===== config.mk =====
export PLATFORM = sky130hd
export DESIGN_NAME = fir_decimate_interpolate
export DESIGN_NICKNAME = d
export VERILOG_FILES = /design/src/design/fdi_pkg.sv /design/src/design/fdi_cell.sv /design/src/design/fdi_mac.sv /design/src/design/fir_decimate_interpolate.sv
export SDC_FILE = /design/constraint.sdc
export NUM_CORES = 2
export LEC_CHECK = 0
export ABC_AREA = 1
export BUFFER_PORTS_ARGS = -buffer_cell sky130_fd_sc_hd__buf_2
export CORE_AREA = 2 2 409 411
export DETAILED_ROUTE_END_ITERATION = 10
export DIE_AREA = 0 0 411 413
export RECOVER_POWER = 25
export SETUP_SLACK_MARGIN = 0.3
export SKIP_CTS_REPAIR_TIMING = 1
export SLEW_MARGIN = 20
export SYNTH_ARGS = -nofsm -noshare
export SYNTH_HDL_FRONTEND = slang
export SYNTH_SLANG_ARGS = --single-unit

===== constraint.sdc =====
create_clock -name i_clk -period 8.9 [get_ports i_clk]
set_clock_uncertainty 0.15 [all_clocks]
set_input_delay 2.225 -clock i_clk [delete_from_list [all_inputs] [get_ports i_clk]]
set_output_delay 2.225 -clock i_clk [all_outputs]
set_load 0.01 [all_outputs]

===== src/design/fdi_pkg.sv =====
// Shared widths, mode codes and control types for the FIR resampler.
package fdi_pkg;

    // Q1.15 sample width
    localparam int SAMPLE_W = 16;
    // Coefficient width: Q1.17 taps, with headroom for the interpolation gain
    localparam int COEF_W = 25;
    // Fraction bits of the coefficients, dropped when rounding to Q1.15
    localparam int FRAC_SHIFT = 17;
    localparam int RND_HALF = 1 << (FRAC_SHIFT - 1);
    localparam int SAT_MAX = 32767;
    localparam int SAT_MIN = -32768;

    // Mode register codes
    localparam logic MODE_DECIMATE = 1'b0;
    localparam logic MODE_INTERP = 1'b1;

    // Per-cycle control travelling with each tap into the MAC
    typedef struct packed {
        logic valid;
        logic first;
        logic last;
    } t_mac_ctrl;

endpackage


===== src/design/fdi_cell.sv =====
// One delay-line cell: a sample register loaded from its neighbour on each shift.
module fdi_cell (
    input  logic                          i_clk,
    input  logic                          i_rst_n,
    input  logic                          i_shift,
    input  logic [fdi_pkg::SAMPLE_W-1:0]  i_d,
    output logic [fdi_pkg::SAMPLE_W-1:0]  o_q
);

    logic [fdi_pkg::SAMPLE_W-1:0] r_q;
    logic [fdi_pkg::SAMPLE_W-1:0] n_q;

    // Take the neighbour's sample on a shift, else hold
    always_comb begin
        n_q = i_shift ? i_d : r_q;
    end

    // Clear to silence at reset
    always_ff @(posedge i_clk) begin
        if (!i_rst_n) begin
            r_q <= '0;
        end else begin
            r_q <= n_q;
        end
    end

    assign o_q = r_q;

endmodule


===== src/design/fdi_mac.sv =====
// Coefficient ROM, serial multiply-accumulate and Q1.15 round/saturate stage.
module fdi_mac #(
    parameter int RATIO      = 6,
    parameter int PHASE_TAPS = 8
) (
    input  logic                                        i_clk,
    input  logic                                        i_rst_n,
    input  fdi_pkg::t_mac_ctrl                          i_ctrl,
    input  logic [$clog2(RATIO*PHASE_TAPS)-1:0]         i_tap_idx,
    input  logic signed [fdi_pkg::SAMPLE_W-1:0]         i_tap,
    input  logic                                        i_mode,
    output logic                                        o_done,
    output logic signed [fdi_pkg::SAMPLE_W-1:0]         o_result
);

    localparam int NTAPS = RATIO * PHASE_TAPS;
    localparam int TW    = $clog2(NTAPS);
    localparam int SW    = fdi_pkg::SAMPLE_W;
    localparam int KW    = fdi_pkg::COEF_W;
    localparam int PW    = SW + KW;
    localparam int ACC_W = PW + TW;

    localparam longint TAP_M = longint'(NTAPS - 1);
    localparam longint Q30 = 64'sd1073741824;
    localparam longint unsigned Q30U = 64'd1073741824;
    localparam longint unsigned SINC_DEN = 64'(40 * RATIO);
    localparam longint unsigned WIN_DEN = 64'(4 * (NTAPS - 1));
    // Centre tap of the sinc: 0.45*pi in Q30 over the ratio
    localparam longint SINC_CENTRE = 64'sd1517966742 / RATIO;

    // Unsigned quotient by shift and subtract
    function automatic longint unsigned f_udiv(input longint unsigned num,
                                               input longint unsigned den);
        longint unsigned quo;
        longint unsigned rem;
        int b;
        quo = '0;
        rem = '0;
        for (b = 63; b >= 0; b--) begin
            rem = {rem[62:0], num[b]};
            if (rem >= den) begin
                rem    = rem - den;
                quo[b] = 1'b1;
            end
        end
        return quo;
    endfunction

    // Sine of a phase given in Q32 turns, Q30 result, quarter-wave Taylor series
    function automatic longint f_sin_q30(input longint unsigned u);
        longint unsigned q;
        longint unsigned f;
        longint unsigned a;
        longint unsigned t2;
        longint unsigned r;
        q = (u >> 30) & 64'd3;
        f = u & 64'h3FFF_FFFF;
        if ((q & 64'd1) != 64'd0) begin
            f = Q30U - f;
        end
        a  = (f * 64'd1686629713) >> 30;
        t2 = (a * a) >> 30;
        r  = Q30U;
        r  = Q30U - (((t2 * r) >> 30) / 64'd110);
        r  = Q30U - (((t2 * r) >> 30) / 64'd72);
        r  = Q30U - (((t2 * r) >> 30) / 64'd42);
        r  = Q30U - (((t2 * r) >> 30) / 64'd20);
        r  = Q30U - (((t2 * r) >> 30) / 64'd6);
        r  = (a * r) >> 30;
        if (q >= 64'd2) begin
            return -$signed(r);
        end
        return $signed(r);
    endfunction

    // Windowed-sinc taps normalised to unity DC gain, scaled by gain, packed
    function automatic logic [NTAPS*KW-1:0] f_build_rom(input longint gain);
        longint raw [NTAPS];
        longint sum;
        longint d;
        longint ad;
        longint h;
        longint s;
        longint c;
        longint w;
        longint cv;
        longint unsigned u;
        longint unsigned mag;
        logic [NTAPS*KW-1:0] rom;
        int i;
        sum = 0;
        rom = '0;
        for (i = 0; i < NTAPS; i++) begin
            d  = 2 * longint'(i) - TAP_M;
            ad = (d < 0) ? -d : d;
            if (ad == 0) begin
                h = SINC_CENTRE;
            end else begin
                u   = (($unsigned(9 * ad) % SINC_DEN) << 32) / SINC_DEN;
                s   = f_sin_q30(u);
                // Truncate the quotient towards zero
                mag = (s < 0) ? $unsigned(-s) : $unsigned(s);
                mag = f_udiv(mag, $unsigned(ad));
                h   = (s < 0) ? -$signed(mag) : $signed(mag);
            end
            u = (($unsigned(4 * longint'(i) + TAP_M) % WIN_DEN) << 32) / WIN_DEN;
            c = f_sin_q30(u);
            w = 64'sd579820585 - (64'sd493921239 * c) / Q30;
            raw[i] = (h * w) / Q30;
            sum = sum + raw[i];
        end
        for (i = 0; i < NTAPS; i++) begin
            if (sum > 0) begin
                cv = raw[i] * 64'sd131072;
                if (cv >= 0) begin
                    cv = $signed(f_udiv($unsigned(cv + sum / 2), $unsigned(sum)));
                end else begin
                    cv = -$signed(f_udiv($unsigned(-cv + sum / 2), $unsigned(sum)));
                end
            end else begin
                cv = 0;
            end
            rom[i*KW +: KW] = KW'(cv * gain);
        end
        return rom;
    endfunction

    localparam logic [NTAPS*KW-1:0] ROM_DEC = f_build_rom(64'sd1);
    localparam logic [NTAPS*KW-1:0] ROM_INT = f_build_rom(longint'(RATIO));

    localparam logic signed [ACC_W-1:0] SAT_HI = ACC_W'(fdi_pkg::SAT_MAX);
    localparam logic signed [ACC_W-1:0] SAT_LO = ACC_W'(fdi_pkg::SAT_MIN);

    logic signed [KW-1:0]    w_coef;
    logic signed [PW-1:0]    n_prod;
    logic signed [PW-1:0]    r_prod;
    logic                    r_v1;
    logic                    r_f1;
    logic                    r_l1;
    logic signed [ACC_W-1:0] w_prod_x;
    logic signed [ACC_W-1:0] n_acc;
    logic signed [ACC_W-1:0] r_acc;
    logic                    r_v2;
    logic signed [ACC_W-1:0] w_rnd;
    logic signed [SW-1:0]    n_res;
    logic signed [SW-1:0]    r_res;
    logic                    r_done;

    // Look up the tap weight for this position; the interpolation table carries the gain
    always_comb begin
        if (i_mode == fdi_pkg::MODE_INTERP) begin
            w_coef = ROM_INT[i_tap_idx*KW +: KW];
        end else begin
            w_coef = ROM_DEC[i_tap_idx*KW +: KW];
        end
        n_prod = i_tap * w_coef;
    end

    // Restart the sum on the first tap, else add
    always_comb begin
        w_prod_x = ACC_W'(r_prod);
        n_acc    = r_f1 ? w_prod_x : (r_acc + w_prod_x);
    end

    // Round half up to Q1.15 and clamp
    always_comb begin
        w_rnd = (r_acc + ACC_W'(fdi_pkg::RND_HALF)) >>> fdi_pkg::FRAC_SHIFT;
        if (w_rnd > SAT_HI) begin
            n_res = SW'(fdi_pkg::SAT_MAX);
        end else if (w_rnd < SAT_LO) begin
            n_res = SW'(fdi_pkg::SAT_MIN);
        end else begin
            n_res = w_rnd[SW-1:0];
        end
    end

    // Stage valids
    always_ff @(posedge i_clk) begin
        if (!i_rst_n) begin
            r_v1   <= 1'b0;
            r_v2   <= 1'b0;
            r_done <= 1'b0;
        end else begin
            r_v1   <= i_ctrl.valid;
            r_v2   <= r_v1 & r_l1;
            r_done <= r_v2;
        end
    end

    // Stage payloads
    always_ff @(posedge i_clk) begin
        r_f1   <= i_ctrl.first;
        r_l1   <= i_ctrl.last;
        r_prod <= n_prod;
        if (r_v1) begin
            r_acc <= n_acc;
        end
        if (r_v2) begin
            r_res <= n_res;
        end
    end

    assign o_done   = r_done;
    assign o_result = r_res;

endmodule


===== src/design/fir_decimate_interpolate.sv =====
// Top level of the integer-ratio FIR decimator/interpolator.
//
//  channel  | handshake                   | payload
//  ---------+-----------------------------+------------------------------
//  input    | i_in_valid / o_in_ready     | i_sample_in, i_block_end
//  output   | o_out_valid / i_out_ready   | o_sample_out, o_last
//  config   | i_cfg_valid / o_cfg_ready   | i_cfg_mode
//
// Each filter output takes one full turn of the delay-line ring past the
// single multiplier, then the sum drains through the MAC pipeline and is
// handed off to the output register. Input is taken only while idle.
// Decimate: only the input that completes a group starts a sum. Interpolate:
// each input yields RATIO sums, on it and then on zero-stuffed samples. Reset
// is synchronous; it clears the delay line. A stalled output only holds the
// block when the next result is ready and the output register is still full.
module fir_decimate_interpolate #(
    parameter int RATIO      = 6,
    parameter int PHASE_TAPS = 8
) (
    input  logic                                  i_clk,
    input  logic                                  i_rst_n,
    input  logic                                  i_in_valid,
    output logic                                  o_in_ready,
    input  logic signed [fdi_pkg::SAMPLE_W-1:0]   i_sample_in,
    input  logic                                  i_block_end,
    output logic                                  o_out_valid,
    input  logic                                  i_out_ready,
    output logic signed [fdi_pkg::SAMPLE_W-1:0]   o_sample_out,
    output logic                                  o_last,
    input  logic                                  i_cfg_valid,
    output logic                                  o_cfg_ready,
    input  logic                                  i_cfg_mode
);

    localparam int NTAPS = RATIO * PHASE_TAPS;
    localparam int TW    = $clog2(NTAPS);
    localparam int PHW   = $clog2(RATIO);
    localparam int SW    = fdi_pkg::SAMPLE_W;

    localparam logic [TW-1:0]  TAP_LAST = TW'(NTAPS - 1);
    localparam logic [PHW-1:0] PH_LAST  = PHW'(RATIO - 1);

    localparam logic [1:0] ST_IDLE = 2'd0;
    localparam logic [1:0] ST_ROT  = 2'd1;
    localparam logic [1:0] ST_WAIT = 2'd2;
    localparam logic [1:0] ST_OUT  = 2'd3;

    logic [1:0]           r_state;
    logic [1:0]           n_state;
    logic                 r_mode;
    logic                 n_mode;
    logic [PHW-1:0]       r_phase;
    logic [PHW-1:0]       n_phase;
    logic [PHW-1:0]       r_sub;
    logic [PHW-1:0]       n_sub;
    logic [TW-1:0]        r_tap;
    logic [TW-1:0]        n_tap;
    logic                 r_out_valid;
    logic                 n_out_valid;
    logic signed [SW-1:0] r_out_sample;
    logic                 r_out_last;
    logic                 n_out_last;

    logic                 w_in_xfer;
    logic                 w_out_free;
    logic                 w_load_out;
    logic                 w_shift;
    logic [SW-1:0]        w_head;
    logic [SW-1:0]        w_tap [NTAPS];
    logic [SW-1:0]        w_chain [NTAPS];
    fdi_pkg::t_mac_ctrl   w_ctrl;
    logic                 w_done;
    logic signed [SW-1:0] w_result;

    assign w_in_xfer  = i_in_valid & o_in_ready;
    assign w_out_free = ~r_out_valid | i_out_ready;

    // Sequencer: push, rotate the ring past the MAC, wait for the sum, hand off
    always_comb begin
        n_state    = r_state;
        n_phase    = r_phase;
        n_sub      = r_sub;
        n_tap      = r_tap;
        w_shift    = 1'b0;
        w_head     = w_tap[NTAPS-1];
        w_ctrl     = '0;
        w_load_out = 1'b0;
        case (r_state)
            ST_IDLE: begin
                if (w_in_xfer) begin
                    w_shift = 1'b1;
                    w_head  = i_sample_in;
                    n_tap   = '0;
                    n_sub   = '0;
                    if (r_mode == fdi_pkg::MODE_DECIMATE) begin
                        if (r_phase >= PH_LAST) begin
                            n_phase = '0;
                            n_state = ST_ROT;
                        end else begin
                            n_phase = r_phase + 1'b1;
                        end
                    end else begin
                        n_state = ST_ROT;
                    end
                    if (i_block_end) begin
                        n_phase = '0;
                    end
                end
            end
            ST_ROT: begin
                w_shift      = 1'b1;
                w_ctrl.valid = 1'b1;
                w_ctrl.first = (r_tap == '0);
                w_ctrl.last  = (r_tap == TAP_LAST);
                n_tap        = r_tap + 1'b1;
                if (r_tap == TAP_LAST) begin
                    n_state = ST_WAIT;
                end
            end
            ST_WAIT: begin
                if (w_done) begin
                    n_state = ST_OUT;
                end
            end
            ST_OUT: begin
                if (w_out_free) begin
                    w_load_out = 1'b1;
                    if ((r_mode == fdi_pkg::MODE_INTERP) && (r_sub != PH_LAST)) begin
                        // Push the zero-stuffed sample and run the next sum
                        w_shift = 1'b1;
                        w_head  = '0;
                        n_sub   = r_sub + 1'b1;
                        n_tap   = '0;
                        n_state = ST_ROT;
                    end else begin
                        n_state = ST_IDLE;
                    end
                end
            end
            default: begin
                n_state = ST_IDLE;
            end
        endcase
    end

    // Output register: load a finished result, drop it once transferred
    always_comb begin
        n_out_valid = r_out_valid;
        n_out_last  = r_out_last;
        if (w_load_out) begin
            n_out_valid = 1'b1;
            n_out_last  = (r_mode == fdi_pkg::MODE_DECIMATE) || (r_sub == PH_LAST);
        end else if (i_out_ready) begin
            n_out_valid = 1'b0;
        end
    end

    // Mode register, written while idle
    always_comb begin
        n_mode = r_mode;
        if (i_cfg_valid && o_cfg_ready) begin
            n_mode = i_cfg_mode;
        end
    end

    // Control registers
    always_ff @(posedge i_clk) begin
        if (!i_rst_n) begin
            r_state     <= ST_IDLE;
            r_mode      <= fdi_pkg::MODE_DECIMATE;
            r_phase     <= '0;
            r_sub       <= '0;
            r_tap       <= '0;
            r_out_valid <= 1'b0;
        end else begin
            r_state     <= n_state;
            r_mode      <= n_mode;
            r_phase     <= n_phase;
            r_sub       <= n_sub;
            r_tap       <= n_tap;
            r_out_valid <= n_out_valid;
        end
    end

    // Output payload
    always_ff @(posedge i_clk) begin
        if (w_load_out) begin
            r_out_sample <= w_result;
        end
        r_out_last <= n_out_last;
    end

    // Delay line: a ring of cells, new samples enter at the head
    for (genvar k = 0; k < NTAPS; k++) begin : g_cell
        if (k == 0) begin : g_head
            assign w_chain[k] = w_head;
        end else begin : g_link
            assign w_chain[k] = w_tap[k-1];
        end
        fdi_cell u_cell (
            .i_clk   (i_clk),
            .i_rst_n (i_rst_n),
            .i_shift (w_shift),
            .i_d     (w_chain[k]),
            .o_q     (w_tap[k])
        );
    end

    // Multiply-accumulate on the oldest cell as the ring turns
    fdi_mac #(
        .RATIO      (RATIO),
        .PHASE_TAPS (PHASE_TAPS)
    ) u_mac (
        .i_clk     (i_clk),
        .i_rst_n   (i_rst_n),
        .i_ctrl    (w_ctrl),
        .i_tap_idx (r_tap),
        .i_tap     ($signed(w_tap[NTAPS-1])),
        .i_mode    (r_mode),
        .o_done    (w_done),
        .o_result  (w_result)
    );

    assign o_in_ready   = (r_state == ST_IDLE);
    assign o_out_valid  = r_out_valid;
    assign o_sample_out = r_out_sample;
    assign o_last       = r_out_last;
    assign o_cfg_ready  = (r_state == ST_IDLE);

`ifndef SYNTHESIS
    a_done_in_wait: assert property (@(posedge i_clk) disable iff (!i_rst_n)
        w_done |-> (r_state == ST_WAIT))
        else $error("sum finished outside the wait state");

    a_rot_end: assert property (@(posedge i_clk) disable iff (!i_rst_n)
        ((r_state == ST_ROT) && (r_tap == TAP_LAST)) |=> (r_state == ST_WAIT))
        else $error("ring rotation did not end after a full turn");

    a_dec_skip: assert property (@(posedge i_clk) disable iff (!i_rst_n)
        (w_in_xfer && (r_mode == fdi_pkg::MODE_DECIMATE) && (r_phase < PH_LAST))
            |=> (r_state == ST_IDLE))
        else $error("decimator started a sum before the group was complete");

    a_sub_range: assert property (@(posedge i_clk) disable iff (!i_rst_n)
        (r_sub <= PH_LAST) && (r_phase <= PH_LAST))
        else $error("phase counter out of range");
`endif

endmodule

# Word level (Yosys, flattened, before mapping)
# Cells that the tools add are included.
# classes
n_addsub,5
magnitude_cmp,3
n_reduce_logical,12
eq_ne,13
muxes,35
multipliers,2
shift,2
n_bitwise,5
# op_table
op,n
"indexed part select 1200 x 12 -> 25 bit, first input constant",2
2-to-1 mux 16 bit,4
"adder 47 x 18 -> 47 bit, second input constant",1
adder 47 x 41 -> 47 bit,1
2-to-1 mux 47 bit,1
multiplier 16 x 25 -> 41 bit,1
case mux 16 bit (2 select lines),1
"greater-than comparator 30 x 16 -> 1 bit, second input constant",1
"< comparator 30 x 16 -> 1 bit, second input constant",1
2-to-1 mux 25 bit,1
2-to-1 mux 3 bit,7
2-to-1 mux 6 bit,3
case mux 6 bit (3 select lines),1
2-to-1 mux 2 bit,6
"multiplier 6 x 5 -> 11 bit, second input constant",1
2-to-1 mux 1 bit,8
"inequality test 2 bit, second input constant",4
case mux 2 bit (4 select lines),1
AND reduction 4 bit,2
"adder 3 x 1 -> 3 bit, second input constant",2
"adder 6 x 1 -> 6 bit, second input constant",1
"== test 6 bit, second input constant",1
logical NOT 6 bit,1
case mux 3 bit (2 select lines),1
18 further kinds,24
# totals
regBits,910

# Logic depth before layout (Yosys ltp)
# logic_depth
word_depth,5
depth_mapped,39
depth_no_buf,38

# Hierarchy
# Synthesis repeated with hierarchy kept, for this count alone.
# hier_totals
cells_unflattened,8114
hier_area_um2,55630.9
# by_module_without_submodules
mod,area_per_inst_um2,instances,seq_area_each_um2,cells_per_inst
fdi_cell,674.4,48,320.3,101
fdi_mac,21435.6,1,2812.7,3038
fir_decimate_interpolate,1824.2,1,830.8,228

# Worst setup path before layout
# OpenSTA, ideal clock, no wires.
# synth_timing
path_kind,reg2reg
start,reg r_tap[1]
end,reg u_mac.r_prod[40]
arrival_time_ps,6970
path_slack_ps,1665
n_path_buf,2
path_stages_with_launch,30
synth_period_minus_slack_ps,7235
t_required_ps,8636
cell_sequence,dfxtp_1 > buf_4 > inv_2 > buf_4 > ha_1 > o211ai_1 > nand2_1 > a21boi_1 > nand2_2 > nor2_1 > inv_1 > fa_1 > inv_1 > fa_1 > inv_1 > fa_1 > inv_1 > fa_1 > inv_1 > fa_1 > inv_1 > fa_1 > ha_1 > inv_1 > nor2_1 > inv_1 > nor3_1 > nand3_1 > nand4_1 > nand2_1
# synth_between
elab_chain_len,4
word_cells_on_any_way,5
cone_classes,2 x mul; 2 x shift; 1 x mux
# synth_lines
item,line,rtl
start: declaration,fir_decimate_interpolate.sv:56,logic [TW-1:0] r_tap;
start signal: assignment,fir_decimate_interpolate.sv:180,r_tap <= n_tap;
multiplier 6 x 5 -> 11 bit (*),"fdi_mac.sv:152, fdi_mac.sv:154",
"indexed part select 1200 x 12 -> 25 bit, on equally long branches","fdi_mac.sv:154, fdi_mac.sv:152",
2-to-1 mux 25 bit (*),fdi_mac.sv:151,if (i_mode == fdi_pkg::MODE_INTERP) begin
multiplier 16 x 25 -> 41 bit (*),fdi_mac.sv:156,n_prod = i_tap * w_coef;
net u_mac.n_prod[40],fdi_mac.sv:135,logic signed [PW-1:0] n_prod;
end signal: assignment,fdi_mac.sv:194,r_prod <= n_prod;
end: declaration,fdi_mac.sv:136,logic signed [PW-1:0] r_prod;
# The timed path passes the listed nets; every way through them passes the cells marked *.
# A chain may end at the register's enable or synchronous reset.

# Worst setup path after layout
# layout_timing
start,reg r_mode
end,reg u_mac.r_prod[24]
# layout_between
elab_chain_len,2
# layout_lines
item,line,rtl
start: declaration,fir_decimate_interpolate.sv:50,logic r_mode;
start signal: assignment,fir_decimate_interpolate.sv:170,r_mode <= fdi_pkg::MODE_DECIMATE;
start signal: assignment,fir_decimate_interpolate.sv:177,r_mode <= n_mode;
2-to-1 mux 25 bit,fdi_mac.sv:151,
multiplier 16 x 25 -> 41 bit,fdi_mac.sv:156,
net u_mac.n_prod[24],fdi_mac.sv:135,
# The timed path passes the listed nets, and every way through them passes these cells.

==> results_dict.tcl <==
set metrics [dict create \
    die-width_um 411 \
    ys_warn_count 0 \
    max_freq_mhz 120 \
    root_buffer "clkbuf_16" \
    place.gp.congestion 0.931 \
    drive_gt1_share_pct 5.55 \
    nets 6930 \
    clk_latency_ns 0.73 \
    min_to "o_sample_out[15]$_DFFE_PP_" \
    hp-start "u_mac.o_result[15]$_SDFFCE_PN0P_" \
    start_util_pct 29.7 \
    die_area_um2 170000 \
    netlist_area_um2 49300 \
    final_cells 8721 \
    period_minus_slack_ns 8.33 \
    grt_max_degree 281 \
    arrival_ns 8.73 \
    ant_nets 0 \
    n_fill_cell 17774 \
    status "complete, but fails checks" \
    synthToLayoutAreaGrowth_pct 11.7 \
    holdPathStages 0 \
    port_buffers 42 \
    wl_per_cell_um 15.2 \
    antenna_found_initial 1 \
    cts_buffer_depth 3 \
    synthArstFlopShare_pct 0 \
    hp-class "register to register" \
    ys_types 56 \
    r2r_setup_slack_ns 0.57 \
    grt_usage_pct 15.5 \
    grt_pass1_wl_um 214000 \
    numCtsBuffers 98 \
    antenna_cells 0 \
    worstPathRequired_ns 9.30 \
    grt-ovfl-total 0 \
    clkSinkCount 910 \
    path_max_fanout 16 \
    dp.cells 8544 \
    setup_tns_ns 0 \
    max_cap_viol_count 5 \
    critical_path_class "register to register" \
    cts_tree "built" \
    coreArea_um2 166000 \
    drc 0 \
    grt_pass1_vias 39798 \
    yosysSeqAreaShare_pct 38.6 \
    cts_max_level 3 \
    dr.first_iter.drc_count 2976 \
    io_pins 43 \
    crit-reg2reg-capture "u_mac.r_prod[24]$_DFF_P_" \
    rows 150 \
    violations "capacitance limit, slew limit" \
    cp-end-kind "register" \
    reg2reg_depth 27 \
    setup_viol 0 \
    fin_crit_sh_pct 93.6 \
    rsz0062_at_grt "false" \
    timing.rr.start "r_mode$_SDFFE_PN0P_" \
    wirelength_um 133000 \
    start_kind "register" \
    tightestPinTransition_ns 3.52 \
    syn_area_per_cell_um2 7.56 \
    die_y_um 413 \
    synth_edf_count 80 \
    path_clk_slew_ns 0.08 \
    drtPass1Iterations 5 \
    via_count 40926 \
    dpl.hpwl_um 94300 \
    hold_viol 0 \
    synth_top_flop_cell "dfxtp_1" \
    drv_slew 250 \
    vias_per_cell 4.69 \
    synthesis.nets 7005 \
    max_slew_margin_pct -135 \
    syn_inst 6515 \
    ys_seq_elements 910 \
]
## kinds of logic (layout without fill, tap and decap cells)
group,Yosys count,count (layout),share of synthesized area (%)
and+or+nand+nor,2941,2941,23.5
adders and majority gates,467,467,16.5
buffers and inverters,957,959,7.75
xor gates and xnor gates,53,53,0.942
DFF,910,910,38.6
AOI/OAI and AO/OA,1187,1187,12.6
## worst max path at each step
stage,start,endpoint,depth (start not counted)
final,r_mode$_SDFFE_PN0P_,u_mac.r_prod[24]$_DFF_P_,27
after CTS,r_tap[3]$_SDFFE_PN0P_,u_mac.r_prod[40]$_DFF_P_,28
after global routing,r_mode$_SDFFE_PN0P_,u_mac.r_prod[24]$_DFF_P_,28
after global placement,r_tap[3]$_SDFFE_PN0P_,u_mac.r_prod[40]$_DFF_P_,28
after floorplan,r_tap[1]$_SDFFE_PN0P_,u_mac.r_prod[40]$_DFF_P_,29
after detailed placement,r_tap[3]$_SDFFE_PN0P_,u_mac.r_prod[40]$_DFF_P_,28
## routing by layer
metal	vias to the layer above	GRT usage, %	wire [um]
li1	20372	-	-
met1	19451	20.5	60600
met2	844	25.8	61500
met3	259	2.23	6410
met4	0	5.37	4300
met5	-	0	0
## cell type report
type / instances / area [um2] / share of cell area, %
timing repair buffer: 145 / 1040 / 1.88
sequential: 910 / 19000 / 34.6
multi-input combinational: 4648 / 26400 / 48.0
tap: 2204 / 2760 / 5.01
clock buffer: 143 / 2860 / 5.20
clock inverter: 34 / 558 / 1.01
inverter: 637 / 2400 / 4.36
## sequential cells by signal (all words and copies together) (netlist names), 2 cells and up
register	flops
r_state	2
u_mac.r_acc	47
r_tap	6
u_mac.r_prod	41
o_sample_out	16
r_sub	3
g_cell.u_cell.o_q	768
u_mac.o_result	16
r_phase	3
## metrics by stage
stage / util (%) / hold slack [ns] / setup WS [ns] / area [um2]
3_5_place_dp: 31.2 / 0.256 / 0.510 / 51700
6_report: 33.2 / 0.258 / 0.568 / 55000
2_1_floorplan: - / 0.245 / 1.67 / 49300
4_1_cts: 33.2 / 0.241 / 0.473 / 55100
5_1_grt: 33.2 / 0.268 / 0.166 / 55000
3_3_place_gp: 31.2 / 0.250 / 0.412 / 51700
## critical path, stage by stage (launching register included)
cell and delay, ns:
dfxtp_1 0.65, inv_1 0.32, nor2_1 0.41, inv_1 0.11, o21ai_0 0.58, o2111ai_1 0.31, o211ai_2 0.14, buf_4 0.33
nand2_1 0.14, fa_1 0.57, inv_1 0.08, fa_1 0.48, fa_1 0.52, fa_1 0.52, fa_1 0.54, inv_1 0.05
fa_1 0.54, inv_1 0.04, ha_1 0.44, nand2_1 0.15, nor2_1 0.16, inv_1 0.08, nor2_1 0.12, inv_1 0.08
nor4_1 0.26, buf_4 0.18, a21oi_1 0.07, xnor2_1 0.12
## cells in the final DEF, fill, tap and decap left out, types with 80 or more instances in the layout
master	count
nand3_1	124
inv_1	621
buf_4	91
nor2_1	1864
o21ai_0	893
ha_1	161
dfxtp_1	827
nand2_1	815
a21oi_1	193
clkbuf_16	100
fa_1	305
edfxtp_1	80
## synthesized netlist by cell type, types with 3 or more instances
library cell | count | share of area, %
inv_1 | 620 | 4.7
nand2_1 | 814 | 6.2
o21ai_1 | 3 | 0.030
nand2_4 | 3 | 0.069
o31ai_1 | 6 | 0.091
o21a_1 | 9 | 0.14
o21ai_0 | 892 | 9.1
nor2_1 | 1860 | 14
nor2_4 | 9 | 0.21
buf_1 | 5 | 0.038
nand3_1 | 124 | 1.3
nand2_2 | 34 | 0.43
o21bai_1 | 9 | 0.14
nor3_1 | 30 | 0.30
nor4_1 | 5 | 0.064
clkbuf_1 | 198 | 1.5
edfxtp_1 | 80 | 4.9
buf_4 | 16 | 0.24
nand4_1 | 22 | 0.28
a31oi_1 | 13 | 0.17
nor2_2 | 10 | 0.13
o22ai_1 | 6 | 0.076
o221ai_1 | 3 | 0.053
fa_1 | 306 | 12
ha_1 | 161 | 4.1
or2_2 | 16 | 0.20
nand3b_1 | 8 | 0.12
o211ai_1 | 15 | 0.23
clkinv_1 | 3 | 0.023
a21oi_1 | 193 | 2.0
a21o_1 | 11 | 0.17
xnor2_1 | 18 | 0.32
buf_2 | 97 | 0.99
o2111ai_1 | 8 | 0.14
inv_2 | 14 | 0.11
a211oi_1 | 4 | 0.061
dfxtp_1 | 830 | 34
xor2_1 | 35 | 0.62
Power is left out: the tool's default activity adds up to more than one toggle a clock period on the data nets, which glitch-free logic cannot reach.
